--- config.mk ---
export PLATFORM = sky130hd
export DESIGN_NAME = line_pixel_generator_flat
export DESIGN_NICKNAME = d
export VERILOG_FILES = /design/src/design/lpg_pkg.sv /design/src/design/lpg_if.sv /design/src/design/lpg_setup.sv /design/src/design/lpg_walker.sv /design/src/design/line_pixel_generator.sv /design/src/flat_wrapper.sv
export SDC_FILE = /design/constraint.sdc
export NUM_CORES = 1
export LEC_CHECK = 0
export ABC_AREA = 1
export BUFFER_PORTS_ARGS = -buffer_cell sky130_fd_sc_hd__buf_2
export CAP_MARGIN = 20
export CELL_PAD_IN_SITES_DETAIL_PLACEMENT = 1
export CELL_PAD_IN_SITES_GLOBAL_PLACEMENT = 1
export CORE_MARGIN = 5
export CORE_UTILIZATION = 44
export CTS_CLUSTER_DIAMETER = 40
export CTS_CLUSTER_SIZE = 14
export DETAILED_ROUTE_END_ITERATION = 8
export PLACE_DENSITY = 0.8
export SYNTH_ARGS = -nofsm -noshare
export SYNTH_HDL_FRONTEND = slang
export SYNTH_SLANG_ARGS = --single-unit
export TNS_END_PERCENT = 1
--- constraint.sdc ---
create_clock -name clk -period 5.2 [get_ports clk]
set_input_delay 0.52 -clock clk [delete_from_list [all_inputs] [get_ports clk]]
set_output_delay 0.52 -clock clk [all_outputs]
set_load 0.05 [all_outputs]
--- src/design/lpg_pkg.sv ---
// Package for the line pixel generator: opcode and line-orientation types.
// No dependencies; lpg_setup, lpg_walker and line_pixel_generator import it.
`default_nettype none

package lpg_pkg;

    // Command word opcode
    typedef enum logic {
        OP_LOAD = 1'b0,
        OP_STEP = 1'b1
    } lpg_op_t;

    // Orientation of a loaded line, passed from the setup logic to the walker
    typedef struct packed {
        logic steep;     // major axis is y
        logic minor_up;  // minor coordinate increases along the walk
    } lpg_orient_t;

endpackage : lpg_pkg

`default_nettype wire

--- src/design/lpg_if.sv ---
// Channel interfaces of the line pixel generator: command words in, pixel words out.
// Depends on nothing; the opcode encoding lives in lpg_pkg.
`default_nettype none

interface lpg_cmd_if #(
    parameter int COORD_BITS = 12
);
    logic                  valid;
    logic                  ready;
    logic                  op;
    logic [COORD_BITS-1:0] x_start;
    logic [COORD_BITS-1:0] y_start;
    logic [COORD_BITS-1:0] x_end;
    logic [COORD_BITS-1:0] y_end;
    logic [31:0]           line_color;

    modport source (output valid, op, x_start, y_start, x_end, y_end, line_color,
                    input  ready);
    modport sink   (input  valid, op, x_start, y_start, x_end, y_end, line_color,
                    output ready);
endinterface : lpg_cmd_if

interface lpg_pix_if #(
    parameter int COORD_BITS = 12
);
    logic                  valid;
    logic                  ready;
    logic [COORD_BITS-1:0] pixel_x;
    logic [COORD_BITS-1:0] pixel_y;
    logic [31:0]           pixel_color;
    logic                  last_pixel;

    modport source (output valid, pixel_x, pixel_y, pixel_color, last_pixel,
                    input  ready);
    modport sink   (input  valid, pixel_x, pixel_y, pixel_color, last_pixel,
                    output ready);
endinterface : lpg_pix_if

`default_nettype wire

--- src/design/lpg_setup.sv ---
// Load decode: orders the endpoints of a line command along its major axis.
// Depends on lpg_pkg; purely combinational, feeds lpg_walker.
`default_nettype none

module lpg_setup
    import lpg_pkg::*;
#(
    parameter int COORD_BITS = 12
) (
    input  wire logic [COORD_BITS-1:0] x_start,
    input  wire logic [COORD_BITS-1:0] y_start,
    input  wire logic [COORD_BITS-1:0] x_end,
    input  wire logic [COORD_BITS-1:0] y_end,
    output lpg_orient_t                orient,
    output logic [COORD_BITS-1:0]      major_first,
    output logic [COORD_BITS-1:0]      minor_first,
    output logic [COORD_BITS-1:0]      major_last,
    output logic [COORD_BITS-1:0]      major_delta,
    output logic [COORD_BITS:0]        twice_minor_delta
);

    logic [COORD_BITS-1:0] dx_abs;
    logic [COORD_BITS-1:0] dy_abs;
    logic [COORD_BITS-1:0] ma, na, mb, nb;
    logic                  swap;
    logic [COORD_BITS-1:0] minor_far;
    logic [COORD_BITS-1:0] minor_abs;

    always_comb
    begin
        dx_abs = (x_start > x_end) ? (x_start - x_end) : (x_end - x_start);
        dy_abs = (y_start > y_end) ? (y_start - y_end) : (y_end - y_start);
        orient.steep = (dx_abs < dy_abs);

        // Swap axes for a steep line
        if (orient.steep)
        begin
            ma = y_start; na = x_start; mb = y_end; nb = x_end;
        end
        else
        begin
            ma = x_start; na = y_start; mb = x_end; nb = y_end;
        end

        // Walk always runs toward the larger major coordinate
        swap        = (ma > mb);
        major_first = swap ? mb : ma;
        major_last  = swap ? ma : mb;
        minor_first = swap ? nb : na;
        minor_far   = swap ? na : nb;

        orient.minor_up   = (minor_far > minor_first);
        major_delta       = major_last - major_first;
        minor_abs         = orient.minor_up ? (minor_far - minor_first)
                                            : (minor_first - minor_far);
        twice_minor_delta = {minor_abs, 1'b0};
    end

endmodule : lpg_setup

`default_nettype wire

--- src/design/lpg_walker.sv ---
// Line state and one Bresenham step per accepted step word while a line is active.
// Depends on lpg_pkg and lpg_setup; drives the pixel fields of the current step.
`default_nettype none

module lpg_walker
    import lpg_pkg::*;
#(
    parameter int COORD_BITS = 12
) (
    input  wire logic                  clk,
    input  wire logic                  rst_n,
    input  wire logic                  accept,
    input  wire logic                  op,
    input  wire logic [COORD_BITS-1:0] x_start,
    input  wire logic [COORD_BITS-1:0] y_start,
    input  wire logic [COORD_BITS-1:0] x_end,
    input  wire logic [COORD_BITS-1:0] y_end,
    input  wire logic [31:0]           line_color,
    output logic                       emit,
    output logic [COORD_BITS-1:0]      pixel_x,
    output logic [COORD_BITS-1:0]      pixel_y,
    output logic [31:0]                pixel_color,
    output logic                       last_pixel
);

    localparam int ErrBits = COORD_BITS + 3;

    lpg_orient_t           set_orient;
    logic [COORD_BITS-1:0] set_major_first;
    logic [COORD_BITS-1:0] set_minor_first;
    logic [COORD_BITS-1:0] set_major_last;
    logic [COORD_BITS-1:0] set_major_delta;
    logic [COORD_BITS:0]   set_twice_minor;

    logic                      active_reg, active_next;
    lpg_orient_t               orient_reg, orient_next;
    logic [COORD_BITS-1:0]     major_pos_reg, major_pos_next;
    logic [COORD_BITS-1:0]     minor_pos_reg, minor_pos_next;
    logic [COORD_BITS-1:0]     major_last_reg, major_last_next;
    logic [COORD_BITS-1:0]     major_delta_reg, major_delta_next;
    logic [COORD_BITS:0]       twice_minor_reg, twice_minor_next;
    logic signed [ErrBits-1:0] error_reg, error_next;
    logic [31:0]               color_reg, color_next;

    logic                      is_load;
    logic                      at_last;
    logic signed [ErrBits-1:0] err_sum;
    logic                      minor_step;

    lpg_setup #(
        .COORD_BITS (COORD_BITS)
    ) u_setup (
        .x_start           (x_start),
        .y_start           (y_start),
        .x_end             (x_end),
        .y_end             (y_end),
        .orient            (set_orient),
        .major_first       (set_major_first),
        .minor_first       (set_minor_first),
        .major_last        (set_major_last),
        .major_delta       (set_major_delta),
        .twice_minor_delta (set_twice_minor)
    );

    // Pixel of the current position
    always_comb
    begin
        is_load     = (lpg_op_t'(op) == OP_LOAD);
        at_last     = (major_pos_reg == major_last_reg);
        emit        = accept && !is_load && active_reg;
        pixel_x     = orient_reg.steep ? minor_pos_reg : major_pos_reg;
        pixel_y     = orient_reg.steep ? major_pos_reg : minor_pos_reg;
        pixel_color = color_reg;
        last_pixel  = at_last;
    end

    // Doubled error update: add 2|d_minor|, step and subtract 2*d_major above d_major
    always_comb
    begin
        err_sum    = error_reg + $signed({2'b00, twice_minor_reg});
        minor_step = (err_sum > $signed({3'b000, major_delta_reg}));
    end

    always_comb
    begin
        active_next      = active_reg;
        orient_next      = orient_reg;
        major_pos_next   = major_pos_reg;
        minor_pos_next   = minor_pos_reg;
        major_last_next  = major_last_reg;
        major_delta_next = major_delta_reg;
        twice_minor_next = twice_minor_reg;
        error_next       = error_reg;
        color_next       = color_reg;

        if (accept && is_load)
        begin
            active_next      = 1'b1;
            orient_next      = set_orient;
            major_pos_next   = set_major_first;
            minor_pos_next   = set_minor_first;
            major_last_next  = set_major_last;
            major_delta_next = set_major_delta;
            twice_minor_next = set_twice_minor;
            error_next       = '0;
            color_next       = line_color;
        end
        else if (emit)
        begin
            if (at_last)
            begin
                active_next = 1'b0;
            end
            else
            begin
                major_pos_next = major_pos_reg + 1'b1;
                if (minor_step)
                begin
                    minor_pos_next = orient_reg.minor_up ? (minor_pos_reg + 1'b1)
                                                         : (minor_pos_reg - 1'b1);
                    error_next     = err_sum - $signed({2'b00, major_delta_reg, 1'b0});
                end
                else
                begin
                    error_next = err_sum;
                end
            end
        end
    end

    always_ff @(posedge clk or negedge rst_n)
    begin
        if (!rst_n)
        begin
            active_reg      <= 1'b0;
            orient_reg      <= '0;
            major_pos_reg   <= '0;
            minor_pos_reg   <= '0;
            major_last_reg  <= '0;
            major_delta_reg <= '0;
            twice_minor_reg <= '0;
            error_reg       <= '0;
            color_reg       <= '0;
        end
        else
        begin
            active_reg      <= active_next;
            orient_reg      <= orient_next;
            major_pos_reg   <= major_pos_next;
            minor_pos_reg   <= minor_pos_next;
            major_last_reg  <= major_last_next;
            major_delta_reg <= major_delta_next;
            twice_minor_reg <= twice_minor_next;
            error_reg       <= error_next;
            color_reg       <= color_next;
        end
    end

    // Doubled error stays inside [-d_major, 3*d_major] while a line is walked
    // (a single point line has d_major = 0 and error 0)
    a_error_bounds: assert property (@(posedge clk) disable iff (!rst_n)
        active_reg |-> (error_reg >= -$signed({3'b000, major_delta_reg}))
                    && (error_reg <= $signed({3'b000, major_delta_reg})
                                   + $signed({2'b00, major_delta_reg, 1'b0})))
        else $error("lpg_walker: error term out of range");

    // The final pixel ends the line
    a_last_ends: assert property (@(posedge clk) disable iff (!rst_n)
        emit && at_last && !(accept && is_load) |=> !active_reg)
        else $error("lpg_walker: line still active after last pixel");

    // Walk never passes the far endpoint
    a_major_order: assert property (@(posedge clk) disable iff (!rst_n)
        active_reg |-> major_pos_reg <= major_last_reg)
        else $error("lpg_walker: major position beyond line end");

endmodule : lpg_walker

`default_nettype wire

--- src/design/line_pixel_generator.sv ---
// Top level of the line pixel generator: command handshake, walker, pixel output register.
// Depends on lpg_pkg, lpg_if.sv (lpg_cmd_if, lpg_pix_if), lpg_setup and lpg_walker.
//
//   channel | dir | interface  | word contents
//   --------+-----+------------+------------------------------------------------------
//   cmd     | in  | lpg_cmd_if | op, x_start, y_start, x_end, y_end, line_color
//   pix     | out | lpg_pix_if | pixel_x, pixel_y, pixel_color, last_pixel
//
// One command word is taken per clock. A step word's pixel appears in the output
// register on the next cycle; a load word or a step with no line gives no pixel.
// The rate is set by the single step of the error update (add, compare, subtract).
// rst_n clears the line state (no active line) and empties the output register.
// When the output register holds a pixel that is not taken, cmd.ready drops and
// everything holds; a pixel taken in the same cycle frees the slot for a new word.
`default_nettype none

module line_pixel_generator
    import lpg_pkg::*;
#(
    parameter int COORD_BITS = 12
) (
    input  wire logic clk,
    input  wire logic rst_n,
    lpg_cmd_if.sink   cmd,
    lpg_pix_if.source pix
);

    logic                  accept;
    logic                  emit;
    logic [COORD_BITS-1:0] step_x;
    logic [COORD_BITS-1:0] step_y;
    logic [31:0]           step_color;
    logic                  step_last;

    logic                  pix_valid_reg, pix_valid_next;
    logic [COORD_BITS-1:0] pix_x_reg;
    logic [COORD_BITS-1:0] pix_y_reg;
    logic [31:0]           pix_color_reg;
    logic                  pix_last_reg;

    // Accept while the output slot is empty or being drained this cycle
    assign cmd.ready = !pix_valid_reg || pix.ready;
    assign accept    = cmd.valid && cmd.ready;

    lpg_walker #(
        .COORD_BITS (COORD_BITS)
    ) u_walker (
        .clk         (clk),
        .rst_n       (rst_n),
        .accept      (accept),
        .op          (cmd.op),
        .x_start     (cmd.x_start),
        .y_start     (cmd.y_start),
        .x_end       (cmd.x_end),
        .y_end       (cmd.y_end),
        .line_color  (cmd.line_color),
        .emit        (emit),
        .pixel_x     (step_x),
        .pixel_y     (step_y),
        .pixel_color (step_color),
        .last_pixel  (step_last)
    );

    // Fill on a new pixel, drop once the sink has taken it
    always_comb
    begin
        if (emit)
        begin
            pix_valid_next = 1'b1;
        end
        else if (pix.ready)
        begin
            pix_valid_next = 1'b0;
        end
        else
        begin
            pix_valid_next = pix_valid_reg;
        end
    end

    always_ff @(posedge clk or negedge rst_n)
    begin
        if (!rst_n)
        begin
            pix_valid_reg <= 1'b0;
        end
        else
        begin
            pix_valid_reg <= pix_valid_next;
        end
    end

    // Pixel payload: load on a new pixel, hold otherwise
    always_ff @(posedge clk)
    begin
        if (emit)
        begin
            pix_x_reg     <= step_x;
            pix_y_reg     <= step_y;
            pix_color_reg <= step_color;
            pix_last_reg  <= step_last;
        end
    end

    assign pix.valid       = pix_valid_reg;
    assign pix.pixel_x     = pix_x_reg;
    assign pix.pixel_y     = pix_y_reg;
    assign pix.pixel_color = pix_color_reg;
    assign pix.last_pixel  = pix_last_reg;

    // No pixel may be produced while a stalled one still sits in the register
    a_no_overwrite: assert property (@(posedge clk) disable iff (!rst_n)
        emit |-> !(pix_valid_reg && !pix.ready))
        else $error("line_pixel_generator: pixel register overwritten");

    // A load word never yields a pixel
    a_load_silent: assert property (@(posedge clk) disable iff (!rst_n)
        accept && (lpg_op_t'(cmd.op) == OP_LOAD) |=> !pix_valid_reg)
        else $error("line_pixel_generator: pixel after load");

    // Every accepted pixel shows up as valid on the next cycle
    a_emit_shows: assert property (@(posedge clk) disable iff (!rst_n)
        emit |=> pix_valid_reg)
        else $error("line_pixel_generator: pixel lost");

endmodule : line_pixel_generator

`default_nettype wire
--- src/flat_wrapper.sv ---
// flat-port wrapper written by rule: the top's interface ports become plain ports
module line_pixel_generator_flat import lpg_pkg::*;
#(
    parameter int COORD_BITS = 12
)
  (clk, rst_n, cmd_valid, cmd_op, cmd_x_start, cmd_y_start, cmd_x_end, cmd_y_end, cmd_line_color, cmd_ready, pix_valid, pix_pixel_x, pix_pixel_y, pix_pixel_color, pix_last_pixel, pix_ready);
  lpg_cmd_if #(.COORD_BITS(COORD_BITS)) cmd_i ();
  lpg_pix_if #(.COORD_BITS(COORD_BITS)) pix_i ();
  input  wire logic clk;
  input  wire logic rst_n;
  input wire logic [$bits(cmd_i.valid)-1:0] cmd_valid;
  input wire logic [$bits(cmd_i.op)-1:0] cmd_op;
  input wire logic [$bits(cmd_i.x_start)-1:0] cmd_x_start;
  input wire logic [$bits(cmd_i.y_start)-1:0] cmd_y_start;
  input wire logic [$bits(cmd_i.x_end)-1:0] cmd_x_end;
  input wire logic [$bits(cmd_i.y_end)-1:0] cmd_y_end;
  input wire logic [$bits(cmd_i.line_color)-1:0] cmd_line_color;
  output wire logic [$bits(cmd_i.ready)-1:0] cmd_ready;
  output wire logic [$bits(pix_i.valid)-1:0] pix_valid;
  output wire logic [$bits(pix_i.pixel_x)-1:0] pix_pixel_x;
  output wire logic [$bits(pix_i.pixel_y)-1:0] pix_pixel_y;
  output wire logic [$bits(pix_i.pixel_color)-1:0] pix_pixel_color;
  output wire logic [$bits(pix_i.last_pixel)-1:0] pix_last_pixel;
  input wire logic [$bits(pix_i.ready)-1:0] pix_ready;
  assign cmd_i.valid = cmd_valid;
  assign cmd_i.op = cmd_op;
  assign cmd_i.x_start = cmd_x_start;
  assign cmd_i.y_start = cmd_y_start;
  assign cmd_i.x_end = cmd_x_end;
  assign cmd_i.y_end = cmd_y_end;
  assign cmd_i.line_color = cmd_line_color;
  assign cmd_ready = cmd_i.ready;
  assign pix_valid = pix_i.valid;
  assign pix_pixel_x = pix_i.pixel_x;
  assign pix_pixel_y = pix_i.pixel_y;
  assign pix_pixel_color = pix_i.pixel_color;
  assign pix_last_pixel = pix_i.last_pixel;
  assign pix_i.ready = pix_ready;
  line_pixel_generator #(.COORD_BITS(COORD_BITS)) u_core (.clk(clk), .rst_n(rst_n), .cmd(cmd_i), .pix(pix_i));
endmodule
==> metrics.md, run 1 <==
| Metric | Value |
|---|---|
| Status | finished, violations left |
| Violated checks | setup timing |
| Die area | between 30000 and 40000 um^2 |
| Die Y | ~190 um |
| CTS tree | done |
| Area of the multi-input gates | 9721 um^2 |
| WP data arrival | approximately 7.8 ns |
| Nets | ~2600 |
| Placed inst area | around 18000 um^2 |
| Initial DRC Count | between 1500 and 2000 |
| Worst Path Max Fanout | 18 |
| Top_reg_cell synth | dfrtp_1 |
| Core Footprint | about 31000 um^2 |
| Number of global-route vias before repair | around 18000 |
| Antenna-violating nets left | 0 |
| RSZ-0062 raised after global routing | true |
| Initial Utilization | roughly 44% |
| Worst EP required | about 5.5 ns |
| Drt via density | slightly above 6 |
| Number of flops mapped to enable cells by yosys | between 50 and 60 |
| Post-synth ARST share | roughly two thirds |
| Pre-Repair DR Iteration Count | 6 |
| Setup_tns | -92.00 ns |
| # hold bufs at CTS | 0 |
| Worst slew pin tran | roughly 0.78 ns |
| Fillers | between 3000 and 4000 |
| First-pass GRT wire length | roughly 95000 um |
| Overall die width | 187.4 um |
| # H-tree levels | 4 |
| Total GRT Usage | between 30% and 40% |
| Dpl ws | -2.527 ns |
| Post-synthesis register bit count | 167 |
| Routed WL | between 70000 and 80000 um |
| Hold Fails Final Rpt | 0 |
| Register area | ~4500 um^2 |
| Synth Warn # | 0 |
| Largest net degree at the start of global routing | 65 |
| Avg Cell Area, Syn | between 7 and 8 um^2 |
| IO Pins | around 140 |
| CTS max path bufs | 2 |
| Initial antenna violation count | 2 |
| Clock latency on the worst-skew pair | 0.46 ns |
| Final Max Slew Viols | 0 |
| Max Fclk | 133.7 MHz |
| MaxCap Viol Count | 0 |
| Count of unique library cells instantiated by Yosys | 55 |
| Setup-failing EPs final | 61 |
| Mapped cell area | around 14000 um^2 |
| Crit Path Category | in2reg |
| Critical Path Max Stage Delay | ~0.38 ns |
| Clk root buf | clkbuf_16 |
| Final Critical Period | between 7 and 8 ns |
| Setup slack, reg-to-reg | about 0.030 ns |
| Cell Rows | 65 |
| Layout cell share with drive strength beyond 1 | between 30 and 40% |
| Final instance area | between 20000 and 25000 um^2 |
| Synthesized Nets | about 2100 |
| Slew headroom | around 48% |
| WL per Instance | approximately 27 um |
| Grt ovf | 0 |
| Seq/Total Area, Yosys | roughly a third |
| Hpwl dp | between 40000 and 50000 um |
| Post-Synthesis Cells | 1883 |
| Critical path launch point type | input port |
| Worst hold margin | between 0.02 and 0.025 ns |
| Most used cell, CP | nand2_1 |
| Input/output buffers | 143 |
| P&R area growth vs syn | 48.69% |
| Gpl congestion | between 0.9 and 1 |
| Hold WC Path Type | in2async |
| CP endpoint kind | register |
| Post-route setup slack | -2.278 ns |
| DR vias | 17637 |
| Period utilization | 143.8% |
| Clk_skew | between 0.02 and 0.025 ns |
| Clk slew on worst S/H paths | 0.08 ns |
| Num CTS Buffers | 17 |
| Sink Count | approximately 170 |
| Drt drc | 0 |
| Crit-path slowest cell | fa_1 |
==> area by class of cell <==
| cell class | count | share of cell area, % |
|---|---|---|
| Timing Repair Buffer | 578 | 21.12 |
| Inverter | 246 | 4.627 |
| Tap cell | 402 | 2.444 |
| Multi-Input combinational cell | 1412 | 47.24 |
| Clock inverter | 14 | 0.7783 |
| Sequential cell | 167 | 21.69 |
| Clock buffer | 18 | 2.085 |
| Antenna cell | 1 | 0.01216 |
==> Yosys cell counts (3+ instances only) <==
cell      count  share of area [%]
nand2_1     548                 15
inv_1       234                6.3
o21ai_0     165                6.0
ha_1        130                 12
dfrtp_1     110                 20
a21oi_1     107                3.9
nand3_1     103                3.7
nor2_1       78                2.1
edfxtp_1     57                 12
xor2_1       51                3.2
clkbuf_1     36               0.98
o21ai_1      23               0.83
nand2_2      22               0.99
nand4_1      17               0.77
xnor2_1      17                1.1
nor3_1       16               0.58
o221ai_1     13               0.82
o21bai_1     11               0.60
o211ai_1     10               0.54
a31oi_1       9               0.41
inv_2         9               0.24
nand2_4       9               0.73
fa_1          8                1.2
nand3_2       8               0.58
buf_2         7               0.25
buf_1         6               0.16
buf_6         6               0.49
nor2_4        6               0.49
nor4_1        6               0.27
a211oi_1      5               0.27
or2_2         5               0.23
a21o_1        4               0.22
buf_4         4               0.22
nor2_2        4               0.18
a221oi_1      3               0.19
a32o_1        3               0.22
and2_1        3               0.14
mux2i_1       3               0.22
nand3b_1      3               0.16
o22ai_1       3               0.14
==> path summary, 6_finish.rpt <==
path                                                           startpoint                                         endpoint  depth (start not counted)
max                                                          cmd_y_end[0]  u_core.u_walker.major_delta_reg[10]$_DFFE_PN0P_                         48
min                                                                 rst_n      u_core.u_walker.pixel_color[20]$_DFFE_PN0P_                          1
max reg2reg                u_core.u_walker.twice_minor_reg[3]$_DFFE_PN0P_     u_core.u_walker.minor_pos_reg[5]$_DFFE_PN0P_                         23
min reg2reg                   u_core.u_walker.pixel_color[15]$_DFFE_PN0P_             u_core.pix.pixel_color[15]$_DFFE_PP_                          0
max in group asynchronous                                           rst_n         u_core.u_walker.error_reg[5]$_DFFE_PN0P_                          2
min in group clk                                        cmd_line_color[2]       u_core.u_walker.pixel_color[2]$_DFFE_PN0P_                          3
==> placed cells by master, fill, tap and decap left out, types with 17 or more instances in the layout <==
cell       instances
o21ai_0          106
inv_2             39
nand4_1           17
buf_4            401
nand2_2           77
nand2_4           22
nor2_1            68
inv_1            198
ha_4              31
o21ai_2           46
ha_1              99
o21ai_1           22
edfxtp_1          57
nand2_1          477
buf_6             20
a21oi_1           90
buf_2            136
clkbuf_16         18
nand3_2           27
nand3_1           80
xor2_1            46
dfrtp_1          110
==> critical path, delay by kind of cell <==
kind	cells	cell delay, ns
adders and majority gates	4	1.18
buffers and inverters	13	1.57
and+or+nand+nor	19	2.15
AOI/OAI and AO/OA	11	2.12
xor gates and xnor gates	1	0.19
==> stage by stage <==
stage / utilization, % / cells
detailed placement: 56.41 / 2723
global route: 65.72 / 2838
global placement: 56.41 / 2723
finish: 65.72 / 2838
CTS: 61.96 / 2804
floorplan: - / 1883
==> metal layers <==
metal	routed length (um)	track usage, %	share of wire (%)
met1	26550	37.56	34
met2	37730	62.65	49
met3	5636	4.965	7.3
met4	7153	15.93	9.3
met5	0	0	0
==> cell families (layout without fill, tap and decap cells) <==
group | Yosys count | after routing | synth area share (%)
AO/OA/AOI/OAI | 366 | 366 | 14.73
XOR/XNOR | 68 | 68 | 4.303
adder cells (fa/ha/maj) | 138 | 138 | 12.91
buffers and inverters | 306 | 856 | 8.896
flip-flops | 167 | 167 | 32.26
multiplexers | 3 | 3 | 0.2170
other | 0 | 1 | 0
AND/OR/NAND/NOR | 835 | 837 | 26.69
==> what timing repair did <==
action | in CTS | in global routing
buffers inserted | 44 | 31
gates cloned | 5 | 1
resized for setup | 179 | 222
setup endpoints to repair | 60 | 61
pin swaps | 83 | 112
Power of run 1 is left out: the tool's default activity adds up to more than one toggle a clock period on the data nets, which glitch-free logic cannot reach.
==> run 2: changes to the inputs <==
--- a/config.mk
+++ b/config.mk
@@ -5,17 +5,16 @@
 export SDC_FILE = /design/constraint.sdc
 export NUM_CORES = 1
 export LEC_CHECK = 0
-export ABC_AREA = 1
 export BUFFER_PORTS_ARGS = -buffer_cell sky130_fd_sc_hd__buf_2
 export CAP_MARGIN = 20
 export CELL_PAD_IN_SITES_DETAIL_PLACEMENT = 1
 export CELL_PAD_IN_SITES_GLOBAL_PLACEMENT = 1
 export CORE_MARGIN = 5
-export CORE_UTILIZATION = 44
+export CORE_UTILIZATION = 45
 export CTS_CLUSTER_DIAMETER = 40
 export CTS_CLUSTER_SIZE = 14
 export DETAILED_ROUTE_END_ITERATION = 8
-export PLACE_DENSITY = 0.8
+export PLACE_DENSITY = 0.79
 export SYNTH_ARGS = -nofsm -noshare
 export SYNTH_HDL_FRONTEND = slang
 export SYNTH_SLANG_ARGS = --single-unit
==> run 2 against run 1 <==
The run still ends with setup timing left; die area increased by 2.2%; count of clock-buffer cells in the layout grew 2; maximum frequency down 18%; global-route usage rose by 2.5 points; sequential share of layout area increased by 0.22 points; clock skew fell by 0.013 ns; largest cell class unchanged; register-to-register slack better by 0.42 ns; via count down 7.4%; synthesized cell count shrank 8.5%; worst hold slack improved by 0.24 ns; area after synthesis grew 4.6%.
==> metrics.md, run 2 <==
| Metric | Value |
|---|---|
| Status | finished, violations left |
| Violated checks | setup timing |
| Drt drc | 0 (unchanged) |
| WL per Instance | 26.33 um (-3.0%) |
| Total GRT Usage | 36.14% (+2.5 points) |
| Worst slew pin tran | 1.094 ns (+0.3114 ns) |
| Crit-path slowest cell | a221o_2 |
| Clk_skew | 0.01152 ns (-0.01300 ns) |
| Most used cell, CP | a21o_1 |
| Clk root buf | clkbuf_16 |
| Setup-failing EPs final | 61 (unchanged) |
| Overall die width | 189.4 um (+1.1%) |
| MaxCap Viol Count | 0 (unchanged) |
| Worst Path Max Fanout | 12 (-6) |
| Drt via density | 6.197 (-0.28%) |
| Clock latency on the worst-skew pair | 0.45 ns (about the same) |
| Synth area leaders | dfrtp_1 19%, edfxtp_1 12%, ha_1 11%, nand2_1 7.1%, o21ai_0 4.8% |
| Most frequent cells in the layout | 392 x buf_4, 266 x nand2_1, 140 x buf_2 |
| DR vias | 16329 (-7.4%) |
| Most common cell after layout, fill and taps aside | buf_4 |
| Logic depth of the worst path, buffers included | 52 (+8.3%) |
| Number of global-route vias before repair | 17337 (-1.6%) |
| CTS tree | done |
| Initial Utilization | 45.77% (+1.6 points) |
| Max Fclk | 110.1 MHz (-18%) |
| Initial antenna violation count | 1 (-1) |
| Largest net degree at the start of global routing | 90 (+38%) |
| Number of flops mapped to enable cells by yosys | 57 (unchanged) |
| Cell Rows | 65 (unchanged) |
| Avg Cell Area, Syn | 8.404 um^2 (+14%) |
| Period utilization | 174.7% (+31 points) |
| Final Max Slew Viols | 0 (unchanged) |
| Die area | 35860 um^2 (+2.2%) |
| Core Footprint | 31640 um^2 (+1.0%) |
| Hold WC Path Type | in2reg |
| Synth Warn # | 0 (unchanged) |
| Mapped cell area | 14480 um^2 (+4.6%) |
| Hpwl dp | 48100 um (+14%) |
| Share of the synthesized area in the top cell type | 19.01% (-0.88 points) |
| Fin util | 64.40% (-1.3 points) |
| Worst hold margin | 0.2611 ns (+0.2396 ns) |
| Initial DRC Count | 1349 (-21%) |
| Most frequent cells after synthesis | 274 x nand2_1, 138 x o21ai_0, 130 x ha_1 |
| Antenna-violating nets left | 0 (unchanged) |
| Final Critical Period | 9.083 ns (+1.605 ns) |
| Synthesized Nets | 1946 (-7.6%) |
| Worst EP required | 5.55 ns (+0.03 ns) |
| Post-synth top area cell | dfrtp_1 |
| Setup slack, reg-to-reg | 0.45 ns (+0.42 ns) |
| Top_reg_cell synth | dfrtp_1 |
| Gpl congestion | 1.023 (+13%) |
| Critical path launch point type | input port |
| # H-tree levels | 4 (unchanged) |
| Die Y | 189.4 um (+1.1%) |
| Clk slew on worst S/H paths | 0.07 ns (about the same) |
| Num CTS Buffers | 17 (unchanged) |
| P&R area growth vs syn | 40.71% |
| Input/output buffers | 143 (unchanged) |
| Fillers | 3660 (-3.0%) |
| Hold Fails Final Rpt | 0 (unchanged) |
| Setup_tns | -145.27 ns (-53.26 ns) |
| Grt ovf | 0 (unchanged) |
| Post-route setup slack | -3.883 ns (-1.605 ns) |
| Count of unique library cells instantiated by Yosys | 90 (+64%) |
| IO Pins | 144 (unchanged) |
| Seq/Total Area, Yosys | 30.83% (-1.4 points) |
| Post-Layout Cell Count | 2635 (-7.2%) |
| Slew headroom | 27.09% (-21 points) |
| Inst Count DP | 2545 (-6.5%) |
| Worst r2r path cells | 17 (-26%) |
| Sink Count | 167 (unchanged) |
| Routed WL | 69380 um (-10%) |
| Delay-heaviest family, CP | compound AO/OA/AOI/OAI gates |
| CTS max path bufs | 2 (unchanged) |
| Top-count cell post-synth | nand2_1 |
| RSZ-0062 raised after global routing | true |
| Worst Path Buf+Inv | 10 (-3) |
| Post-synth ARST share | 65.87% (unchanged) |
| Pre-Repair DR Iteration Count | 5 (-1) |
| Post-synthesis register bit count | 167 (unchanged) |
| Nets | 2442 (-7.7%) |
| WP data arrival | 9.44 ns (+1.64 ns) |
| First-pass GRT wire length | 101200 um (+6.5%) |
| Critical Path Max Stage Delay | 0.39 ns (about the same) |
| CP endpoint kind | register |
| Crit Path Category | in2reg |
| Layout cell share with drive strength beyond 1 | 37.28% (-2.2 points) |
| Hold path cells | 3 |
| Post-Synthesis Cells | 1723 (-8.5%) |
[run 2: cell count changes after synthesis, moves of 42 or more]
| cell | delta |
|---|---|
| a21o_1 | +42 |
| mux2i_1 | +42 |
| nand3_1 | -51 |
| inv_1 | -126 |
| nand2_1 | -274 |
[run 2: worst reg2reg max path, cell delays in order, from the launching register on]
cell and delay (ns):
dfrtp_1 0.38, ha_1 0.23, fa_1 0.42, a21o_1 0.20, a21oi_1 0.32, o21bai_1 0.11
a21oi_1 0.25, o21bai_1 0.11, a21o_1 0.21, xor2_1 0.36, ha_1 0.29, o21ai_0 0.16
o31ai_1 0.38, a221oi_2 0.13, nor2_1 0.40, buf_4 0.31, mux2i_1 0.25, o21ai_0 0.11
[run 2: layer usage]
layer	part of all wire, %	vias up	wire (um)	GRT usage [%]
met1	38	8085	26150	41.91
met3	5.9	271	4123	4.830
met5	0.017	-	12	0
met2	50	846	35000	65.22
met4	5.9	2	4093	18.22
li1	-	7125	-	-
[run 2: kinds of logic after synthesis]
family / Yosys count / synth area share (%)
and+or+nand+nor: 537 / 16.22
DFF: 167 / 30.83
buffers and inverters: 200 / 5.711
AOI/OAI and AO/OA: 509 / 23.31
adders and majority gates: 139 / 12.41
xor gates and xnor gates: 88 / 5.323
muxes: 83 / 6.195
[run 2: stage by stage]
stage / instance area, um^2 / setup WS [ns]
after detailed placement: 18410 / -4.485
after floorplan: 15010 / -4.100
after global placement: 18410 / -4.177
after CTS: 20050 / -3.505
after global routing: 20370 / -4.091
final: 20370 / -3.883
[run 2: final cells by class]
type | count | area [um^2] | share of cell area [%]
Multi-Input combinational cell | 1356 | 10190 | 50.01
Sequential cell | 167 | 4464 | 21.91
Timing Repair Buffer | 568 | 4198 | 20.60
Tap cell | 402 | 503.0 | 2.469
Clock buffer | 20 | 446.7 | 2.192
Inverter | 109 | 430.4 | 2.113
Clock inverter | 12 | 141.4 | 0.6939
Antenna cell | 1 | 2.502 | 0.01228
[run 2: worst paths after layout]
| check | from | end |
|---|---|---|
| max | cmd_y_start[0] | u_core.u_walker.twice_minor_reg[12]$_DFFE_PN0P_ |
| min | cmd_line_color[26] | u_core.u_walker.pixel_color[26]$_DFFE_PN0P_ |
| min reg2reg | u_core.u_walker.pixel_color[27]$_DFFE_PN0P_ | u_core.pix.pixel_color[27]$_DFFE_PP_ |
| min in group asynchronous | rst_n | u_core.u_walker.error_reg[6]$_DFFE_PN0P_ |
| max reg2reg | u_core.u_walker.twice_minor_reg[1]$_DFFE_PN0P_ | u_core.u_walker.minor_pos_reg[3]$_DFFE_PN0P_ |
| max in group asynchronous | rst_n | u_core.u_walker.major_last_reg[10]$_DFFE_PN0P_ |
[run 2: timing repair]
action / CTS / global route
setup endpoints to repair: 61 / 61
pin swaps: 86 / 42
gates cloned: 3 / 0
setup buffers: 45 / 8
hold buffers: 0 / 1
resized for setup: 156 / 59
hold endpoints to repair: 0 / 15
Power of run 2 is left out for the same reason.
